**config.mk**
```make
export PLATFORM = sky130hd
export DESIGN_NAME = sorted_priority_queue
export DESIGN_NICKNAME = d
export VERILOG_FILES = /design/src/sv/spq_pkg.sv /design/src/sv/spq_cell.sv /design/src/sv/sorted_priority_queue.sv
export SDC_FILE = /design/constraint.sdc
export NUM_CORES = 2
export LEC_CHECK = 0
export ABC_AREA = 1
export BUFFER_PORTS_ARGS = -buffer_cell sky130_fd_sc_hd__buf_4
export CORE_UTILIZATION = 40
export CTS_BUF_LIST = sky130_fd_sc_hd__clkbuf_2 sky130_fd_sc_hd__clkbuf_4 sky130_fd_sc_hd__clkbuf_8
export CTS_CLUSTER_DIAMETER = 150
export DETAILED_ROUTE_END_ITERATION = 12
export SYNTH_ARGS = -nofsm -noshare
export SYNTH_HDL_FRONTEND = slang
export SYNTH_SLANG_ARGS = --single-unit
```
**constraint.sdc**
```tcl
create_clock -name clk -period 7.75 [get_ports clk]
set_input_delay 0.775 -clock clk [delete_from_list [all_inputs] [get_ports clk]]
set_output_delay 0.775 -clock clk [all_outputs]
set_load 0.02 [all_outputs]
```
**src/sv/spq_pkg.sv**
```systemverilog
`default_nettype none

package spq_pkg;

  // Defaults for the top-level parameters
  localparam int DEPTH_DEF          = 16;
  localparam int PAYLOAD_WIDTH_DEF  = 32;
  localparam int PRIORITY_WIDTH_DEF = 32;

  // Fixed port widths
  localparam int PAY_PORT_W = 32;
  localparam int PRI_PORT_W = 32;

  typedef enum logic [1:0] {
    OP_NOP = 2'd0,
    OP_ENQ = 2'd1,
    OP_DEQ = 2'd2,
    OP_CLR = 2'd3
  } op_t;

  typedef enum logic [1:0] {
    ST_OK    = 2'd0,
    ST_EMPTY = 2'd1,
    ST_FULL  = 2'd2
  } status_t;

  // Per-cycle command broadcast to every cell
  typedef struct packed {
    logic enq;
    logic deq;
    logic clr;
  } cell_ctl_t;

endpackage

`default_nettype wire

```
**src/sv/spq_cell.sv**
```systemverilog
`default_nettype none

module spq_cell
  import spq_pkg::*;
#(
  parameter int PAYLOAD_WIDTH  = PAYLOAD_WIDTH_DEF,
  parameter int PRIORITY_WIDTH = PRIORITY_WIDTH_DEF
) (
  input  wire logic                      clk,
  input  wire logic                      rst,
  input  wire cell_ctl_t                 ctl,
  input  wire logic [PAYLOAD_WIDTH-1:0]  new_pay,
  input  wire logic [PRIORITY_WIDTH-1:0] new_pri,
  // left neighbour (towards the head)
  input  wire logic                      left_ins,
  input  wire logic                      left_valid,
  input  wire logic [PAYLOAD_WIDTH-1:0]  left_pay,
  input  wire logic [PRIORITY_WIDTH-1:0] left_pri,
  // right neighbour (towards the tail)
  input  wire logic                      right_valid,
  input  wire logic [PAYLOAD_WIDTH-1:0]  right_pay,
  input  wire logic [PRIORITY_WIDTH-1:0] right_pri,
  output logic                           ins,
  output logic                           valid,
  output logic [PAYLOAD_WIDTH-1:0]       pay,
  output logic [PRIORITY_WIDTH-1:0]      pri
);

  // New entry lands at or before this cell: empty, or strictly larger priority
  // (equal priority keeps the new entry behind).
  assign ins = !valid || ($signed(pri) > $signed(new_pri));

  always_ff @(posedge clk) begin
    if (rst) begin
      valid <= 1'b0;
    end else if (ctl.clr) begin
      valid <= 1'b0;
    end else if (ctl.enq) begin
      if (left_ins) begin
        valid <= left_valid;
        pay   <= left_pay;
        pri   <= left_pri;
      end else if (ins) begin
        valid <= 1'b1;
        pay   <= new_pay;
        pri   <= new_pri;
      end
    end else if (ctl.deq) begin
      valid <= right_valid;
      pay   <= right_pay;
      pri   <= right_pri;
    end
  end

endmodule

`default_nettype wire

```
**src/sv/sorted_priority_queue.sv**
```systemverilog
`default_nettype none
// Sorted priority queue, a row of DEPTH cells kept in ascending priority.
// Input channel (in_valid/in_ready): opcode, payload_in, priority_in.
//   nop reports state, enqueue inserts behind all equal priorities,
//   dequeue takes the head, clear empties the queue.
// Output channel (out_valid/out_ready): one result per input transfer with
//   status, taken payload, head payload/priority, entry count, empty flag.
// Latency: the result is registered and shows the cycle after the input
//   transfer. Throughput: one item per cycle; every cell compares the new
//   priority against its own in parallel and shifts in the same edge.
// When the receiver stalls, the result holds and in_ready drops until the
//   result transfers; a new item may enter in the cycle the result leaves.
// Enqueue on a full queue is dropped (status 2); dequeue on an empty one
//   leaves state alone (status 1).
// Reset (rst, synchronous) clears every cell's valid bit and the count; no
//   clearing pass is needed. Payloads and priorities are kept in their low
//   PAYLOAD_WIDTH / PRIORITY_WIDTH bits and come out zero-extended.

module sorted_priority_queue
  import spq_pkg::*;
#(
  parameter int DEPTH          = DEPTH_DEF,
  parameter int PAYLOAD_WIDTH  = PAYLOAD_WIDTH_DEF,
  parameter int PRIORITY_WIDTH = PRIORITY_WIDTH_DEF,
  localparam int CNT_W         = $clog2(DEPTH + 1)
) (
  input  wire logic                  clk,
  input  wire logic                  rst,
  input  wire logic                  in_valid,
  output logic                       in_ready,
  input  wire logic [1:0]            opcode,
  input  wire logic [PAY_PORT_W-1:0] payload_in,
  input  wire logic [PRI_PORT_W-1:0] priority_in,
  output logic                       out_valid,
  input  wire logic                  out_ready,
  output logic [1:0]                 status,
  output logic [PAY_PORT_W-1:0]      taken_payload,
  output logic [PAY_PORT_W-1:0]      head_payload,
  output logic [PRI_PORT_W-1:0]      head_priority,
  output logic [CNT_W-1:0]           entry_total,
  output logic                       is_empty
);

  // Cell row state
  logic [DEPTH-1:0]          cell_valid;
  logic [DEPTH-1:0]          cell_ins;
  logic [PAYLOAD_WIDTH-1:0]  cell_pay [DEPTH];
  logic [PRIORITY_WIDTH-1:0] cell_pri [DEPTH];

  logic [CNT_W-1:0] count;
  logic [CNT_W-1:0] count_next;

  logic                      in_fire;
  logic                      full;
  logic                      empty;
  op_t                       op;
  cell_ctl_t                 ctl;
  logic [PAYLOAD_WIDTH-1:0]  new_pay;
  logic [PRIORITY_WIDTH-1:0] new_pri;
  logic [1:0]                status_next;
  logic [PAY_PORT_W-1:0]     taken_next;

  assign op       = op_t'(opcode);
  assign in_ready = !out_valid || out_ready;
  assign in_fire  = in_valid && in_ready;
  assign full     = (count == CNT_W'(DEPTH));
  assign empty    = (count == '0);

  // Keep the low bits of the port fields, zero-filling any wider store
  always_comb begin
    for (int b = 0; b < PAYLOAD_WIDTH; b++) begin
      new_pay[b] = (b < PAY_PORT_W) ? payload_in[b % PAY_PORT_W] : 1'b0;
    end
    for (int b = 0; b < PRIORITY_WIDTH; b++) begin
      new_pri[b] = (b < PRI_PORT_W) ? priority_in[b % PRI_PORT_W] : 1'b0;
    end
  end

  // Command decode; full/empty cases turn into no cell action
  always_comb begin
    ctl         = '0;
    count_next  = count;
    status_next = ST_OK;
    taken_next  = '0;
    case (op)
      OP_ENQ: begin
        if (full) begin
          status_next = ST_FULL;
        end else begin
          ctl.enq    = in_fire;
          count_next = count + CNT_W'(1);
        end
      end
      OP_DEQ: begin
        if (empty) begin
          status_next = ST_EMPTY;
        end else begin
          ctl.deq    = in_fire;
          count_next = count - CNT_W'(1);
          for (int b = 0; b < PAY_PORT_W; b++) begin
            taken_next[b] = (b < PAYLOAD_WIDTH) ? cell_pay[0][b % PAYLOAD_WIDTH] : 1'b0;
          end
        end
      end
      OP_CLR: begin
        ctl.clr    = in_fire;
        count_next = '0;
      end
      default: begin
      end
    endcase
  end

  // Row of cells: left is the head side, right the tail side
  for (genvar i = 0; i < DEPTH; i++) begin : g_cell
    logic                      l_ins;
    logic                      l_valid;
    logic [PAYLOAD_WIDTH-1:0]  l_pay;
    logic [PRIORITY_WIDTH-1:0] l_pri;
    logic                      r_valid;
    logic [PAYLOAD_WIDTH-1:0]  r_pay;
    logic [PRIORITY_WIDTH-1:0] r_pri;

    if (i == 0) begin : g_head
      assign l_ins   = 1'b0;
      assign l_valid = 1'b0;
      assign l_pay   = new_pay;
      assign l_pri   = new_pri;
    end else begin : g_mid_l
      assign l_ins   = cell_ins[i-1];
      assign l_valid = cell_valid[i-1];
      assign l_pay   = cell_pay[i-1];
      assign l_pri   = cell_pri[i-1];
    end

    if (i == DEPTH - 1) begin : g_tail
      assign r_valid = 1'b0;
      assign r_pay   = cell_pay[i];
      assign r_pri   = cell_pri[i];
    end else begin : g_mid_r
      assign r_valid = cell_valid[i+1];
      assign r_pay   = cell_pay[i+1];
      assign r_pri   = cell_pri[i+1];
    end

    spq_cell #(
      .PAYLOAD_WIDTH  (PAYLOAD_WIDTH),
      .PRIORITY_WIDTH (PRIORITY_WIDTH)
    ) u_cell (
      .clk         (clk),
      .rst         (rst),
      .ctl         (ctl),
      .new_pay     (new_pay),
      .new_pri     (new_pri),
      .left_ins    (l_ins),
      .left_valid  (l_valid),
      .left_pay    (l_pay),
      .left_pri    (l_pri),
      .right_valid (r_valid),
      .right_pay   (r_pay),
      .right_pri   (r_pri),
      .ins         (cell_ins[i]),
      .valid       (cell_valid[i]),
      .pay         (cell_pay[i]),
      .pri         (cell_pri[i])
    );
  end

  // Count and result register
  always_ff @(posedge clk) begin
    if (rst) begin
      count     <= '0;
      out_valid <= 1'b0;
    end else begin
      if (in_fire) begin
        count         <= count_next;
        out_valid     <= 1'b1;
        status        <= status_next;
        taken_payload <= taken_next;
      end else if (out_ready) begin
        out_valid <= 1'b0;
      end
    end
  end

  // Cells only change on an input transfer, and none is taken while a
  // result waits, so the head is read straight from the first cell.
  always_comb begin
    for (int b = 0; b < PAY_PORT_W; b++) begin
      head_payload[b] = (b < PAYLOAD_WIDTH) ?
                        (cell_valid[0] & cell_pay[0][b % PAYLOAD_WIDTH]) : 1'b0;
    end
    for (int b = 0; b < PRI_PORT_W; b++) begin
      head_priority[b] = (b < PRIORITY_WIDTH) ?
                         (cell_valid[0] & cell_pri[0][b % PRIORITY_WIDTH]) : 1'b0;
    end
  end

  assign entry_total = count;
  assign is_empty    = empty;

  // Count tracks the number of occupied cells
  a_count_matches_cells: assert property (@(posedge clk) disable iff (rst)
    $countones(cell_valid) == 32'(count))
    else $error("entry count differs from occupied cells");

  // Occupied cells form an unbroken run from the head
  a_cells_packed: assert property (@(posedge clk) disable iff (rst)
    ((cell_valid + DEPTH'(1)) & cell_valid) == '0)
    else $error("gap in occupied cells");

  // Dequeue on empty leaves the queue empty and flags it
  a_deq_empty: assert property (@(posedge clk) disable iff (rst)
    (in_fire && op == OP_DEQ && empty) |=> (status == ST_EMPTY && count == '0))
    else $error("dequeue on empty mishandled");

  // Enqueue on full is dropped without changing the count
  a_enq_full: assert property (@(posedge clk) disable iff (rst)
    (in_fire && op == OP_ENQ && full) |=> (status == ST_FULL && full))
    else $error("enqueue on full mishandled");

endmodule

`default_nettype wire

```
==> flow_summary_export.csv <==
group,metric,value,unit
status,status,"finished clean",
power_and_ir_drop,power.switching,4.116,mW
synthesis,synth.area.top_cells,"edfxtp_1, o21ai_0, nand2_1",
placed_design,dp.cells,9810,
placed_design,portBuffers,175,
cells_and_area,layout.nets,8408,
cells_and_area,area_growth,9.960,%
worst_setup_path,cp_max_fo,79,
global_route,grt_start_max_net_pins,214,
clock_tree,cts_max_path_buffers,3,
synthesis,synth_top_area_cell,"edfxtp_1",
cells_and_area,multi_input_area,0.02925,sq mm
synthesis,synthArstFlopShare,0,%
cells_and_area,regArea,0.03221,sq mm
power_and_ir_drop,swShare,29.48,%
route,wl_per_cell,23.90,um
clock_tree,cts_setup_buffers,0,
floorplan,start_util,40.27,%
synthesis,syn_inst,7855,
global_route,grt_overflow_total,0,
global_route,grt_pass1_vias,54330,
clock_tree,cts_root_buf,"clkbuf_8",
timing,hold_viol,0,
timing,setup_violations,0,
route,drt_first_iter_violations,7817,
power_and_ir_drop,vdd_ir_drop_max,0.0001891,V
floorplan,die_h,409.3,um
cells_and_area,fin_util,44.28,%
worst_setup_path,crit_type,"reg -> reg",
floorplan,io_pins,176,
route,via_per_inst,5.760,
timing,rsz0062_at_grt,"no",
timing,drv_slew,0,
timing,tns,0,ns
worst_setup_path,crit_path_cell_trace,"ha_1 > nand2_1 > nor2_1 > nand4_1 > nor2_1 > nand2_1 > nand3_1 > nand2_1 > nand2_1 > nand2_1 > nand2_4 > o21ai_0 > nor2_4 > buf_4",
route,drtPass1Iterations,9,
worst_setup_path,path_common_cell,"nand2_1",
synthesis,synth_nets,8445,
route,dr_total_vias,58500,
clock_tree,cts_max_level,4,
power_and_ir_drop,p_int,9.844,mW
worst_setup_path,cp_num_buf_inv,1,
cells_and_area,drive_above_1_share,7.749,%
synthesis,ys_ff_latch,1080,
synthesis,synth_top_family_by_area,"compound AO/OA/AOI/OAI gates",
synthesis,synthXorXnorAreaFrac,0.05279,%
timing,timing.hold.ws,0.1940,ns
power_and_ir_drop,p_total,13.96,mW
floorplan,die_x,409.3,um
power_and_ir_drop,seq_power_share,48.6,%
synthesis,synthesis.area,0.06637,sq mm
power_and_ir_drop,clockPowerShare,38.7,%
clock_tree,clkTransAtPathRegs,0.06,ns
timing,fin_crit,5.212,ns
route,drt_wl_total,242.7,mm
synthesis,muxShareOfSynthArea,0,%
timing,fin_crit_sh,67.25,%
global_route,grt.total_usage,28.20,%
cells_and_area,stdcell_area,0.07298,sq mm
clock_tree,tritoncts.num_buffers,193,
clock_tree,clock_sinks,1080,
placed_design,dp_slack,1.677,ns
synthesis,synth_top_area_share,47.87,%
timing,finalClockSkew,0.06692,ns
flow_run,maxCapViolCount,0,
synthesis,ys.flop_type,"edfxtp_1",
power_and_ir_drop,p_leak,32.18,nW
timing,slew-limit-headroom,12.35,%
synthesis,syn_avg_cell_area,8.449,sq um
worst_setup_path,cp-end-kind,"flop",
clock_tree,cts_tree,"done",
synthesis,yosys.area_share.adder,9.814,%
placed_design,place_congestion,0.9845,
floorplan,core,0.1648,sq mm
global_route,antenna_found_initial,11,
global_route,grt_pass1_wl,355.8,mm
synthesis,synth-simple-area-share,15.13,%
worst_setup_path,cp.required,8.34,ns
timing,fmax,191.9,MHz
power_and_ir_drop,p_comb_share,12.7,%
placed_design,place_area,0.06927,sq mm
synthesis,synth_edf_count,1058,
worst_setup_path,critical_path.top_delay_family,"simple AND/OR/NAND/NOR gates",
worst_setup_path,worst_setup_path_start_kind,"flop",
synthesis,synth_cell_types,50,
synthesis,synth_compound_area_share,18.69,%
worst_setup_path,slowest_stage,"nand2_4",
synthesis,ys_seq_area_share,48.53,%
worst_setup_path,crit_arrival,5.80,ns
cells_and_area,final_cells,10160,
route,drc,0,
cells_and_area,nFillCells,16260,
worst_setup_path,cpPeakStageDelay,0.76,ns
route,drtAntennaViolNets,0,
power_and_ir_drop,power_density,191.3,mW/mm^2
timing,tightest_slew,1.315,ns
floorplan,dieArea,0.1676,sq mm
floorplan,rows,149,
synthesis,yosys_warnings,0,
placed_design,hpwl,153.2,mm
timing,finalWorstSetupSlack,2.538,ns
hold_path,hold_class,"in -> reg",
clock_tree,insertion_delay,1.00,ns
## flip-flops by register name, indices dropped and copies added (netlist names)
| signal | flops |
|---|---|
| g_cell.u_cell.pay | 512 |
| g_cell.u_cell.valid | 16 |
| out_valid | 1 |
| taken_payload | 32 |
| g_cell.u_cell.pri | 512 |
| status | 2 |
| entry_total | 5 |
## layout by cell type, fill, tap and decap left out, drive strengths merged, types with 3 or more instances in the layout
master and n:
nor2 409, inv 796, xnor2 3, a21oi 549
edfxtp 1058, o21a 21, and3 5, buf 260
clkinv 67, nor3 19, nor4 7, nand3 68
nand4 47, nor3b 3, ha 519, a211oi 4
o21ai 1660, nand3b 3, o21bai 15, diode 5
clkbuf 261, nand2 2009, o211ai 67, a31oi 5
o22ai 61, dfxtp 22, a21o 12
## kinds of logic (layout without fill, tap and decap cells)
| family | Yosys count | count (layout) |
|---|---|---|
| xor+xnor | 4 | 4 |
| other cells | 0 | 5 |
| compound gates | 2397 | 2397 |
| fa+ha+maj | 520 | 520 |
| simple gates | 2573 | 2573 |
| buf+inv | 1281 | 1388 |
| flops | 1080 | 1080 |
## routing by layer
layer / up-vias / track usage, % / part of all wire (%)
li1: 26820 / - / -
met1: 28020 / 39.84 / 42
met2: 3170 / 41.95 / 43
met3: 480 / 6.048 / 11
met4: 6 / 11.00 / 3.9
met5: - / 0 / 0.014
## worst register-to-register path: stages (launching register included)
cell      delay, ns
edfxtp_1       0.46
ha_1           0.45
nand2_1        0.11
nor2_1         0.45
nand4_1        0.36
nor2_1         0.25
nand2_1        0.15
nand3_1        0.12
nand2_1        0.05
nand2_1        0.06
nand2_1        0.08
nand2_4        0.76
o21ai_0        0.39
nor2_4         0.44
buf_4          0.65
## cell usage after synthesis, drive strengths merged (4+ instances only)
cell type / count
nand4: 47
nor3: 19
o211ai: 67
ha: 519
o21a: 21
nor4: 7
buf: 203
o22ai: 61
dfxtp: 22
edfxtp: 1058
clkbuf: 291
a31oi: 5
nor2: 409
nand3: 68
a21oi: 549
and3: 5
a211oi: 4
a21o: 12
o21ai: 1660
inv: 787
o21bai: 15
nand2: 2009
## final cells by class
cell class | count | area share, %
flip-flops and latches | 1080 | 44.14
multi-input cells | 5494 | 40.07
clock buffers | 261 | 4.374
inverters | 787 | 4.072
well taps | 2189 | 3.753
repair buffers | 262 | 2.908
clock inverters | 78 | 0.6601
diodes | 5 | 0.01714
## timing repair
item,in CTS,in global routing
endpoints found under the hold margin,5,0
hold buffers,2,0
resized for setup,0,0
## path summary, 6_finish.rpt
path,from,end,slack (ns),cells after the start
worst max-delay path,g_cell[8].u_cell.pri[31],g_cell[8].u_cell.pay[9],2.54,14
worst min-delay path,payload_in[1],g_cell[6].u_cell.pay[1],0.19,3
worst max register to register,g_cell[8].u_cell.pri[31],g_cell[8].u_cell.pay[9],2.54,14
worst min register to register,g_cell[15].u_cell.valid,g_cell[15].u_cell.valid,0.50,2
## power by group through the flow
stage          Clock, mW  Combinational, mW  Sequential [mW]
6_report            5.40               1.77             6.79
5_1_grt             5.70               1.95             6.80
4_1_cts             5.46               1.74             6.78
3_5_place_dp           0               1.73             6.90
3_3_place_gp           0               1.70             6.90
2_1_floorplan          0               1.09             6.88
Note: power is estimated with default switching activity, not from simulation.
